--- config.mk ---
export PLATFORM = sky130hd
export DESIGN_NAME = mlps_queue
export DESIGN_NICKNAME = d
export VERILOG_FILES = /design/src/design/mlps_pkg.sv /design/src/design/mlps_queue.sv
export SDC_FILE = /design/constraint.sdc
export NUM_CORES = 1
export LEC_CHECK = 0
export BUFFER_PORTS_ARGS = -buffer_cell sky130_fd_sc_hd__buf_2
export CAP_MARGIN = 5
export CORE_UTILIZATION = 46
export DETAILED_ROUTE_END_ITERATION = 6
export HOLD_SLACK_MARGIN = 0.08
export PLACE_DENSITY_LB_ADDON = 0.1
export SKIP_CTS_REPAIR_TIMING = 1
export SYNTH_ARGS = -nofsm -noshare
export SYNTH_HDL_FRONTEND = slang
export SYNTH_SLANG_ARGS = --single-unit
--- constraint.sdc ---
create_clock -name clk -period 2.8 [get_ports clk]
set_clock_uncertainty 0.2 [all_clocks]
set_input_delay 0.14 -clock clk [delete_from_list [all_inputs] [get_ports clk]]
set_output_delay 0.14 -clock clk [all_outputs]
set_load 0.005 [all_outputs]
--- src/design/mlps_pkg.sv ---
// shared types, codes and defaults for the multi-level priority stack
package mlps_pkg;

    localparam int LEVELS_DEFAULT      = 5;
    localparam int STACK_DEPTH_DEFAULT = 64;
    localparam int QUEUE_DEPTH         = 2;

    localparam logic [1:0] CMD_PUSH = 2'd0;
    localparam logic [1:0] CMD_POP  = 2'd1;
    localparam logic [1:0] CMD_PEEK = 2'd2;

    typedef enum logic [1:0] {
        ST_OK    = 2'd0,
        ST_EMPTY = 2'd1,
        ST_FULL  = 2'd2
    } status_t;

    typedef enum logic [1:0] {
        OP_PUSH,
        OP_POP,
        OP_PEEK
    } op_t;

    typedef struct packed {
        logic [1:0]         cmd;
        logic signed [31:0] value;
        logic [2:0]         level;
    } in_item_t;

    typedef struct packed {
        logic signed [31:0] result_value;
        logic [2:0]         result_level;
        logic [1:0]         status;
    } out_item_t;

    typedef struct packed {
        op_t                op;
        logic               level_ok;
        logic signed [31:0] value;
        logic [2:0]         level;
    } work_item_t;

endpackage

--- src/design/mlps_queue.sv ---
// short fifo of decoded work items between front and back
module mlps_queue
    import mlps_pkg::*;
(
    input  logic       clk,
    input  logic       rst_n,
    input  logic       push,
    input  work_item_t push_item,
    input  logic       pop,
    output work_item_t head,
    output logic       empty,
    output logic       full
);

    localparam int PTR_W = $clog2(QUEUE_DEPTH);
    localparam int CNT_W = $clog2(QUEUE_DEPTH + 1);

    work_item_t       entry_reg [QUEUE_DEPTH];
    logic [PTR_W-1:0] wr_ptr_reg;
    logic [PTR_W-1:0] rd_ptr_reg;
    logic [CNT_W-1:0] fill_reg;

    assign empty = (fill_reg == '0);
    assign full  = (fill_reg == CNT_W'(QUEUE_DEPTH));
    assign head  = entry_reg[rd_ptr_reg];

    always_ff @(posedge clk)
    begin
        if (push)
        begin
            entry_reg[wr_ptr_reg] <= push_item;
        end
    end

    always_ff @(posedge clk or negedge rst_n)
    begin
        if (!rst_n)
        begin
            wr_ptr_reg <= '0;
            rd_ptr_reg <= '0;
            fill_reg   <= '0;
        end
        else
        begin
            if (push)
            begin
                wr_ptr_reg <= (wr_ptr_reg == PTR_W'(QUEUE_DEPTH - 1)) ? '0 : wr_ptr_reg + 1'b1;
            end
            if (pop)
            begin
                rd_ptr_reg <= (rd_ptr_reg == PTR_W'(QUEUE_DEPTH - 1)) ? '0 : rd_ptr_reg + 1'b1;
            end
            if (push && !pop)
            begin
                fill_reg <= fill_reg + 1'b1;
            end
            else if (pop && !push)
            begin
                fill_reg <= fill_reg - 1'b1;
            end
        end
    end

endmodule

# Word level (Yosys, flattened, before mapping)
# Memory sizes are Yosys's and may differ from the RTL's.
# Cells that the tools add are included.
# op_classes
add_sub_neg	4
n_eq_ne	1
mux	6
reduce_logical	6
# op_table
cell	count
$mux W1	4
$mux W2	2
$add A1 B1 Y1 const B	2
$add A2 B1 Y2 const B	1
$eq A2 B2 Y1 const B	1
$logic_and A1 B1 Y1	2
$logic_not A1 Y1	2
$logic_not A2 Y1	1
$reduce_bool A2 Y1	1
$sub A2 B1 Y2 const B	1
# totals
register_bits	4
mem_bits_rw	76
input_bits	42
output_inout_bits	40
elab_cells	21
n_memories	1
# mem_list
name	words	word_bits	read_ports	rd_ports_with_merged_regs	wr	line	rtl
entry_reg	2	38	1	0	1	mlps_queue.sv:18	work_item_t entry_reg [QUEUE_DEPTH];

# Logic depth before layout (Yosys ltp)
# Gate-level depths: netlist of the first run.
# depth
ltp_word	4
ltp_mapped	5
depth_no_buf	5

# Least setup slack after synthesis of the first run
# No wires, ideal clock.
# synth_timing
kind	reg-to-reg
startpoint	register wr_ptr_reg
endpoint	memory entry_reg[0][0] (netlist bit), enable pin
setup_ps	438
t_arrival_ps	2105
required_ps	2162
path_slack_ps	57
stages_incl_launch_ff	2
n_path_buf	0
synth_period_minus_slack_ps	2743
path_cell_list	dfrtp_1 > nor2b_1
# synth_rtl
element	line	rtl
start, declared	mlps_queue.sv:19	logic [PTR_W-1:0] wr_ptr_reg;
start signal, assigned	mlps_queue.sv:47	wr_ptr_reg <= (wr_ptr_reg == PTR_W'(QUEUE_DEPTH - 1)) ? '0 : wr_ptr_reg + 1'b1;
end, declared	mlps_queue.sv:18	
# No word-level cell before the write port.

==> impl_metrics.toml, run 1 <==
[run_status]
outcome = "finished clean"

[critical_path]
cp.arrival_ns = 1.91
critPathMaxFanout = 39
worst_setup_path_start_kind = "register"
critPathKind = "reg2out"
critical-path-top-delay-family = "flip-flops"
worstPathRequired_ns = 2.46
timing.rr.end = "entry_reg[1][20]"
critPathCaptureType = "primary output"
regToRegSetupSlack_ns = 0.99
crit_buf_inv = 1
crit_path_max_incr_delay_ns = 1.01
r2r_cells = 1
crit_path_cells = "mux2_2 -> buf_2"
worst_r2r_startpoint = "wr_ptr_reg"
critical_path_s_slowest_cell = "sky130_fd_sc_hd__dfrtp_2"

[sta]
grt_setup_unrepaired = "false"
min_period_ns = 2.25
maxClockFrequency_ghz = 0.444
slew_limit_fails = 0
layout_worst_path_cycle_share = 0.804
max_slew.worst_pin.slew_ns = 0.964
setup_viol = 0
timing.final.hold_violations = 0
max_slew_margin = 0.357
final_total_negative_setup_slack_ns = 0
hold-worst-slack_ns = 0.302

[placement]
globalplace.congestion = 0.733
detailedPlacementHpwl_um = 3090
numPortBuffers = 81

[global_route]
grt_overflow = 0
grt_antenna_before_repair = 0
maximum_number_of_pins_on_one_net_before_global_route_repair = 40
grtUsageTotal = 0.150
grt_pass1_vias = 1527
grt_pass1_wl_um = 7030

[cells_and_area]
number_of_antenna_diodes = 0
areaGrowthSynthToFinish_pct = 37.6
largest_register_ff_count = 76
final_nets = 308
final_layout_size_suffix_gt1_frac = 0.507

[power_and_ir_drop]
p_leak_nw = 1.61
powerDensity_nw_per_um2 = 869
worst_ir_drop_vdd_uv = 494

[drt]
routed-via-count = 1657
initialDrtViolationCount = 111
antenna_violating_nets_post_route = 0
wirelength_um = 5130
routed_via_density = 4.80
total_drc_errors_in_the_routed_layout = 0
firstDrtPassIters = 4
routed_length_per_instance_um = 14.9

[yosys]
yosysSeqAreaShare = 0.801
yosys_register_bits = 80
postSynthAreaPerCell_sq_um = 22.2
synthDistinctLibCells = 14
syn-cell-area_sq_um = 2980
ys_warn_count = 0
syn_inst = 134
synth_nets = 177

[clocking]
worst_skew_pair.late_latency_ns = 0.34
numCtsBuffers = 9
numClockSinks = 80
clock-root-buffer = "sky130_fd_sc_hd__clkbuf_8"
clock_tree.htree_level_count = 3
clk_transition_reported_paths_ns = 0.08
cts_tree = "done"
buffer_levels_on_the_longest_clock_path = 2

[die]
rows = 28
width_of_the_die_um = 82.4
die_height_um = 82.4
core_sq_um = 6100
io-pin-count = 82
initial_core_utilization = 0.488
die_area_sq_um = 6790

[worst_hold_path]
min_to = "fill_reg[1]"
hp-start = "fill_reg[1]"
hold_path_depth = 1
hold_path.class = "reg2reg"

[flow_run]
count_of_max_cap_constraint_violations = 0
-- stage by stage --
step                instance area, sq um  worst slack [ns]  power [W]   util  instances
finish                              4100             0.549    0.00356  0.672        345
detailed placement                  3460             0.882    0.00267  0.568        287
CTS                                 3670             0.496    0.00356  0.603        303
floorplan                           2980            0.0569    0.00232      -        134
global route                        4100             0.424    0.00375  0.672        345
global placement                    3460             0.918    0.00264  0.568        287
-- cells by family after synthesis --
family,share of synthesized area
AND/OR/NAND/NOR,0.00883
XOR/XNOR,0.0147
flip-flops,0.801
adder cells (fa/ha/maj),0.00420
buffers and inverters,0.0151
multiplexers,0.156
-- worst max path at each step --
stage / start / end / slack, ns / cells after the start
after floorplan: wr_ptr_reg / entry_reg[0][0] / 0.06 / 1
after CTS: rd_ptr_reg / head[22] / 0.50 / 2
final: rd_ptr_reg / head[34] / 0.55 / 2
after global placement: rd_ptr_reg / head[11] / 0.92 / 2
after global routing: rd_ptr_reg / head[34] / 0.42 / 2
after detailed placement: rd_ptr_reg / head[22] / 0.88 / 2
-- layer usage --
metal  share of wire  vias to the layer above  GRT usage
li1                -                      784          -
met1            0.39                      789      0.164
met2            0.52                       68      0.255
met3           0.056                       16     0.0429
met4           0.031                        0      0.100
met5               0                        -          0
-- power by group --
| group | leakage [nW] | switching [W] | total, W | internal [W] |
|---|---|---|---|---|
| Sequential | 0.759 | 0.000190 | 0.00178 | 0.00159 |
| Clock | 0.0999 | 0.000389 | 0.000886 | 0.000497 |
| Combinational | 0.747 | 0.000339 | 0.000891 | 0.000552 |
-- cells in the mapped netlist, drive strengths merged --
cell type / number / area, sq um
dfrtp: 4 / 100
mux2: 38 / 465
xnor2: 1 / 8.76
buf: 4 / 41.3
nor2: 2 / 7.51
and2: 1 / 6.26
edfxtp: 76 / 2280
inv: 1 / 3.75
ha: 1 / 12.5
xor2: 4 / 35.0
nor2b: 2 / 12.5
-- layout make-up --
class                           count  area (sq um)
Tap cell                           75          93.8
Timing Repair Buffer              124           846
Sequential cell                    80          2380
Multi-Input combinational cell     49           557
Clock inverter                      6          83.8
Inverter                            1          3.75
Clock buffer                       10           128
Fill cell                         429          2000
-- layout by cell type, fill, tap and decap left out --
master,count
sky130_fd_sc_hd__mux2_4,10
sky130_fd_sc_hd__edfxtp_1,76
sky130_fd_sc_hd__clkinvlp_4,2
sky130_fd_sc_hd__nor2_1,2
sky130_fd_sc_hd__mux2_2,28
sky130_fd_sc_hd__nor2b_4,1
sky130_fd_sc_hd__ha_1,1
sky130_fd_sc_hd__clkbuf_1,1
sky130_fd_sc_hd__xnor2_1,1
sky130_fd_sc_hd__dfrtp_2,1
sky130_fd_sc_hd__bufinv_16,2
sky130_fd_sc_hd__dlygate4sd3_1,42
sky130_fd_sc_hd__buf_2,81
sky130_fd_sc_hd__clkinv_1,1
sky130_fd_sc_hd__clkbuf_8,9
sky130_fd_sc_hd__buf_12,1
sky130_fd_sc_hd__inv_1,1
sky130_fd_sc_hd__dfrtp_1,3
sky130_fd_sc_hd__and2_2,1
sky130_fd_sc_hd__xor2_1,4
sky130_fd_sc_hd__clkinv_2,1
sky130_fd_sc_hd__nor2b_1,1
No activity file was read; power rests on OpenSTA's default activity.
==> inputs of run 2 (changes only) <==
--- a/config.mk
+++ b/config.mk
@@ -5,6 +5,7 @@
 export SDC_FILE = /design/constraint.sdc
 export NUM_CORES = 1
 export LEC_CHECK = 0
+export ABC_AREA = 1
 export BUFFER_PORTS_ARGS = -buffer_cell sky130_fd_sc_hd__buf_2
 export CAP_MARGIN = 5
 export CORE_UTILIZATION = 46
==> constraint.sdc (replaced) <==
create_clock -name clk -period 2.05 [get_ports clk]
set_clock_uncertainty 0.2 [all_clocks]
set_input_delay 0.1025 -clock clk [delete_from_list [all_inputs] [get_ports clk]]
set_output_delay 0.1025 -clock clk [all_outputs]
set_load 0.005 [all_outputs]
==> impl_metrics.toml, run 2 <==
[sta]
setup_viol = 0
max_slew_margin = 0.791
final_total_negative_setup_slack_ns = 0
maxClockFrequency_ghz = 0.522
slew_limit_fails = 0
layout_worst_path_cycle_share = 0.935
timing.final.hold_violations = 0
worst_slack_ns = 0.134
max_slew.worst_pin.slew_ns = 0.313
grt_setup_unrepaired = "false"
min_period_ns = 1.92
hold-worst-slack_ns = 0.293

[critical_path]
cp.arrival_ns = 1.61
worstPathRequired_ns = 1.75
critPathKind = "reg2out"
critical-path-top-delay-family = "flip-flops"
critPathCaptureType = "primary output"
crit_path_max_incr_delay_ns = 0.54
crit_path_cells = "buf_4 -> mux2_2 -> buf_2"
worst_setup_path_start_kind = "register"
crit_buf_inv = 2
critical_path_s_slowest_cell = "sky130_fd_sc_hd__dfrtp_2"
critPathMaxFanout = 11

[power_and_ir_drop]
seq_power_share = 0.481
worst_ir_drop_vdd_uv = 694
netSwitchingPower_w = 0.00128
clockPowerShare = 0.223
netSwitchingFraction = 0.266
p_leak_nw = 1.65
intPower_w = 0.00355
post-layout-total-power_w = 0.00483
combinationalPowerShare = 0.296
powerDensity_nw_per_um2 = 1170

[drt]
initialDrtViolationCount = 80
detailroute.wirelength.met3_um = 300
routed_via_density = 4.72
total_drc_errors_in_the_routed_layout = 0
routed-via-count = 1703
met2RoutedLength_um = 2940
wirelength_um = 5330
top_signal_layer_used = "met4"
antenna_violating_nets_post_route = 0
wirelength_met1_um = 2030
routed_length_per_instance_um = 14.8
firstDrtPassIters = 4

[cells_and_area]
areaGrowthSynthToFinish_pct = 38.3
fill_cells = 470
largest_register_ff_count = 76
final_nets = 322
post-route-cell-area_sq_um = 4140
mostFrequentLayoutCell = "sky130_fd_sc_hd__buf_2"
final_layout_size_suffix_gt1_frac = 0.496
number_of_antenna_diodes = 0
final_cell_mix = "sky130_fd_sc_hd__buf_2 (81), sky130_fd_sc_hd__edfxtp_1 (76), sky130_fd_sc_hd__dlygate4sd3_1 (42)"

[yosys]
ys_warn_count = 0
yosysSeqAreaShare = 0.795
postSynthAreaPerCell_sq_um = 20.9
synth_commonest_cells = "sky130_fd_sc_hd__edfxtp_1 (76), sky130_fd_sc_hd__mux2_2 (28), sky130_fd_sc_hd__mux2_4 (10)"
synth_nets = 186
ys_top_cells_by_area = "sky130_fd_sc_hd__edfxtp_1 (76%), sky130_fd_sc_hd__mux2_2 (11%), sky130_fd_sc_hd__mux2_4 (5.0%)"
synth_enable_flop_cells = 76
postSynth.asyncResetShare = 0.0500
yosysTopAreaCell = "sky130_fd_sc_hd__edfxtp_1"
ys_dominant_reg_cell = "sky130_fd_sc_hd__edfxtp_1"
synthDistinctLibCells = 15
syn_inst = 143
synth_largest_type_area_fraction = 0.762
syn-cell-area_sq_um = 3000
synth.most_common_cell = "sky130_fd_sc_hd__edfxtp_1"
yosys_register_bits = 80

[global_route]
maximum_number_of_pins_on_one_net_before_global_route_repair = 33
grtUsageTotal = 0.155
grt_antenna_before_repair = 0
grt_pass1_vias = 1553
grt_pass1_wl_um = 7230
grt_overflow = 0

[die]
io-pin-count = 82
die_height_um = 82.7
width_of_the_die_um = 82.7
die_area_sq_um = 6840
rows = 29
core_sq_um = 6310
initial_core_utilization = 0.474

[clocking]
worst_skew_pair.late_latency_ns = 0.33
buffer_levels_on_the_longest_clock_path = 2
numCtsBuffers = 9
clock_tree.htree_level_count = 3
cts_tree = "done"
clk_transition_reported_paths_ns = 0.08
numClockSinks = 80
clock-root-buffer = "sky130_fd_sc_hd__clkbuf_8"

[placement]
place_ws_ns = 0.485
globalplace.congestion = 0.670
detailedPlacementHpwl_um = 3490
placedInstanceArea_sq_um = 3530
numPortBuffers = 81

[flow_run]
count_of_max_cap_constraint_violations = 0

[worst_hold_path]
hold_path.class = "in2reg"

[run_status]
outcome = "finished clean"
==> run 2: logic make-up (layout without fill, tap and decap cells) <==
| group | count (synthesis) | count (layout) | synth area share |
|---|---|---|---|
| XOR/XNOR | 3 | 3 | 0.00877 |
| buffers and inverters | 11 | 152 | 0.0226 |
| adder cells (fa/ha/maj) | 1 | 1 | 0.00418 |
| AND/OR/NAND/NOR | 10 | 10 | 0.0138 |
| flip-flops | 80 | 80 | 0.795 |
| multiplexers | 38 | 38 | 0.155 |
==> run 2: worst reg2reg max path, stage by stage, from the launching register on <==
cell and delay (ns):
sky130_fd_sc_hd__dfrtp_1 0.43, sky130_fd_sc_hd__nand2_1 0.07, sky130_fd_sc_hd__inv_1 0.25, sky130_fd_sc_hd__buf_12 0.25
==> run 2: final timing paths <==
path | startpoint | end | slack (ns) | depth (start not counted)
min | push_item[23] | entry_reg[1][23] | 0.29 | 2
min in group asynchronous | rst_n | fill_reg[0] | 0.46 | 3
max | rd_ptr_reg | head[18] | 0.13 | 3
min reg2reg | fill_reg[1] | fill_reg[1] | 0.35 | 2
max reg2reg | wr_ptr_reg | entry_reg[1][31] | 0.52 | 3
max in group asynchronous | rst_n | rd_ptr_reg | 1.00 | 3
==> run 2: per-stage QoR <==
| stage | utilization | instances |
|---|---|---|
| after floorplan | - | 143 |
| after global placement | 0.560 | 303 |
| after detailed placement | 0.560 | 303 |
| after CTS | 0.590 | 319 |
| after global routing | 0.656 | 361 |
| final | 0.656 | 361 |
==> run 2: layer usage <==
metal  up-vias  GRT usage
li1        814          -
met1       828      0.166
met2        54      0.270
met3         7     0.0495
met4         0     0.0828
met5         -          0
==> run 2: power groups by stage <==
stage | Combinational (W) | Clock (W) | Sequential, W
floorplan | 0.000889 | 0 | 0.00229
global route | 0.00156 | 0.00117 | 0.00236
detailed placement | 0.00139 | 0 | 0.00236
CTS | 0.00139 | 0.00111 | 0.00233
global placement | 0.00137 | 0 | 0.00233
finish | 0.00143 | 0.00108 | 0.00232
==> run 2: cell type report <==
type / count / area (sq um) / area share
timing repair buffer: 129 / 896 / 0.216
clock buffer: 11 / 131 / 0.0317
clock inverter: 5 / 57.6 / 0.0139
inverter: 7 / 26.3 / 0.00634
multi-input combinational: 52 / 553 / 0.133
tap: 77 / 96.3 / 0.0232
sequential: 80 / 2380 / 0.575
==> inputs of run 3 (changes only) <==
--- a/config.mk
+++ b/config.mk
@@ -6,7 +6,7 @@
 export NUM_CORES = 1
 export LEC_CHECK = 0
 export ABC_AREA = 1
-export BUFFER_PORTS_ARGS = -buffer_cell sky130_fd_sc_hd__buf_2
+export BUFFER_PORTS_ARGS = -buffer_cell sky130_fd_sc_hd__clkbuf_2
 export CAP_MARGIN = 5
 export CORE_UTILIZATION = 46
 export DETAILED_ROUTE_END_ITERATION = 6
==> impl_metrics.toml, run 3 (synthesized netlist as in run 2, its figures left out) <==
[cells_and_area]
number_of_antenna_diodes = 0
final_nets = 321
layoutNonFillerInstCount = 359
largest_register_ff_count = 76
mostFrequentLayoutCell = "sky130_fd_sc_hd__clkbuf_2"
final_layout_size_suffix_gt1_frac = 0.489
fill_cells = 486
areaGrowthSynthToFinish_pct = 37.3
final_cell_mix = "sky130_fd_sc_hd__clkbuf_2 (81), sky130_fd_sc_hd__edfxtp_1 (76), sky130_fd_sc_hd__dlygate4sd3_1 (42)"

[global_route]
grt_pass1_vias = 1491
maximum_number_of_pins_on_one_net_before_global_route_repair = 33
gr-usage-met1 = 0.154
busiest_layer = "met2"
grtUsageTotal = 0.150
grt_pass1_wl_um = 6930
grt_overflow = 0
met2_usage = 0.267
grt_antenna_before_repair = 0
grt_util_met3 = 0.0429

[clocking]
numCtsBuffers = 9
worst_skew_pair.late_latency_ns = 0.32
clock_tree.htree_level_count = 3
buffer_levels_on_the_longest_clock_path = 2
cts_tree = "done"
numClockSinks = 80
clk_transition_reported_paths_ns = 0.08
clock-root-buffer = "sky130_fd_sc_hd__clkbuf_8"

[critical_path]
regToRegSetupSlack_ns = 0.53
worst_setup_path_start_kind = "register"
launch_point_of_the_worst_path = "rd_ptr_reg"
worst_r2r_startpoint = "wr_ptr_reg"
critPathMaxFanout = 15
worstPathRequired_ns = 1.75
r2r_cells = 3
critPathCaptureType = "primary output"
timing.rr.end = "entry_reg[1][12]"
cp.arrival_ns = 1.61
critPathKind = "reg2out"
setup.worst_path.end = "head[14]"

[die]
core_sq_um = 6310
die_area_sq_um = 6840
rows = 29
width_of_the_die_um = 82.7
initial_core_utilization = 0.474
die_height_um = 82.7
io-pin-count = 82

[placement]
numPortBuffers = 81
globalplace.congestion = 0.723
detailedPlacementHpwl_um = 3400
place_inst = 302

[drt]
initialDrtViolationCount = 58
firstDrtPassIters = 4
antenna_violating_nets_post_route = 0
routed_length_per_instance_um = 14.2
routed-via-count = 1697
total_drc_errors_in_the_routed_layout = 0
wirelength_um = 5110
routed_via_density = 4.73

[sta]
setup_viol = 0
layout_worst_path_cycle_share = 0.934
slew_limit_fails = 0
min_period_ns = 1.92
timing.final.hold_violations = 0
maxClockFrequency_ghz = 0.522
max_slew.worst_pin.slew_ns = 0.392
grt_setup_unrepaired = "false"
final_total_negative_setup_slack_ns = 0
max_slew_margin = 0.738

[power_and_ir_drop]
seq_power_share = 0.499
p_leak_nw = 1.66
worst_ir_drop_vdd_uv = 616
netSwitchingPower_w = 0.00126
clockPowerShare = 0.194
intPower_w = 0.00342
netSwitchingFraction = 0.270
powerDensity_nw_per_um2 = 1140
combinationalPowerShare = 0.307

[flow_run]
count_of_max_cap_constraint_violations = 0

[worst_hold_path]
hp-start = "push_item[1]"
hold_path.class = "in2reg"

[run_status]
outcome = "finished clean"
-- run 3: changes by cell type in the layout (fill, tap and decap cells not counted) --
cell                         delta
sky130_fd_sc_hd__buf_4          -2
sky130_fd_sc_hd__clkinv_2       +1
sky130_fd_sc_hd__buf_12         +1
sky130_fd_sc_hd__buf_2         -81
sky130_fd_sc_hd__clkbuf_2      +81
sky130_fd_sc_hd__clkinvlp_4     -2
sky130_fd_sc_hd__clkbuf_1       -1
sky130_fd_sc_hd__clkinv_1       +2
sky130_fd_sc_hd__bufinv_16      -1
-- run 3: power groups by stage --
stage                     Combinational (W)  Clock, W  Sequential, W
after floorplan                    0.000889         0        0.00229
after global placement              0.00137         0        0.00235
after CTS                           0.00140  0.000938        0.00235
after global routing                0.00157   0.00101        0.00237
after detailed placement            0.00140         0        0.00238
final                               0.00144  0.000909        0.00234
-- run 3: worst min-delay path by stage --
stage,slack (ns),to,depth (start not counted)
finish,0.30,entry_reg[1][1],2
global route,0.28,entry_reg[0][1],2
CTS,-0.64,rd_ptr_reg,1
detailed placement,-0.28,fill_reg[0],1
global placement,-0.28,fill_reg[1],1
floorplan,-0.39,fill_reg[0],0
-- run 3: layer usage --
layer	up-vias	wire, um
met2	55	2890
met1	818	1940
li1	819	-
met5	-	0
met4	0	55
met3	5	227
-- run 3: per-stage QoR --
step	power (W)	setup slack [ns]	instance area, sq um	utilization	hold slack, ns
3_5_place_dp	0.00378	0.461	3540	0.561	-0.277
4_1_cts	0.00468	0.0869	3690	0.585	-0.642
5_1_grt	0.00496	0.0403	4110	0.651	0.282
6_report	0.00468	0.134	4110	0.651	0.301
3_3_place_gp	0.00372	0.484	3540	0.561	-0.282
2_1_floorplan	0.00318	0.0278	3000	-	-0.393
-- run 3: critical path: stages, from the launching register on --
cell and delay, ns:
sky130_fd_sc_hd__dfrtp_2 0.61, sky130_fd_sc_hd__buf_12 0.20, sky130_fd_sc_hd__mux2_2 0.35, sky130_fd_sc_hd__clkbuf_2 0.11
-- run 3: layout make-up --
cell class / count / area, sq um / share of cell area
clock buffer: 10 / 128 / 0.0310
clock inverter: 5 / 25.0 / 0.00608
inverter: 7 / 26.3 / 0.00639
multi-input combinational: 52 / 553 / 0.134
sequential: 80 / 2380 / 0.580
tap: 77 / 96.3 / 0.0234
timing repair buffer: 128 / 901 / 0.219
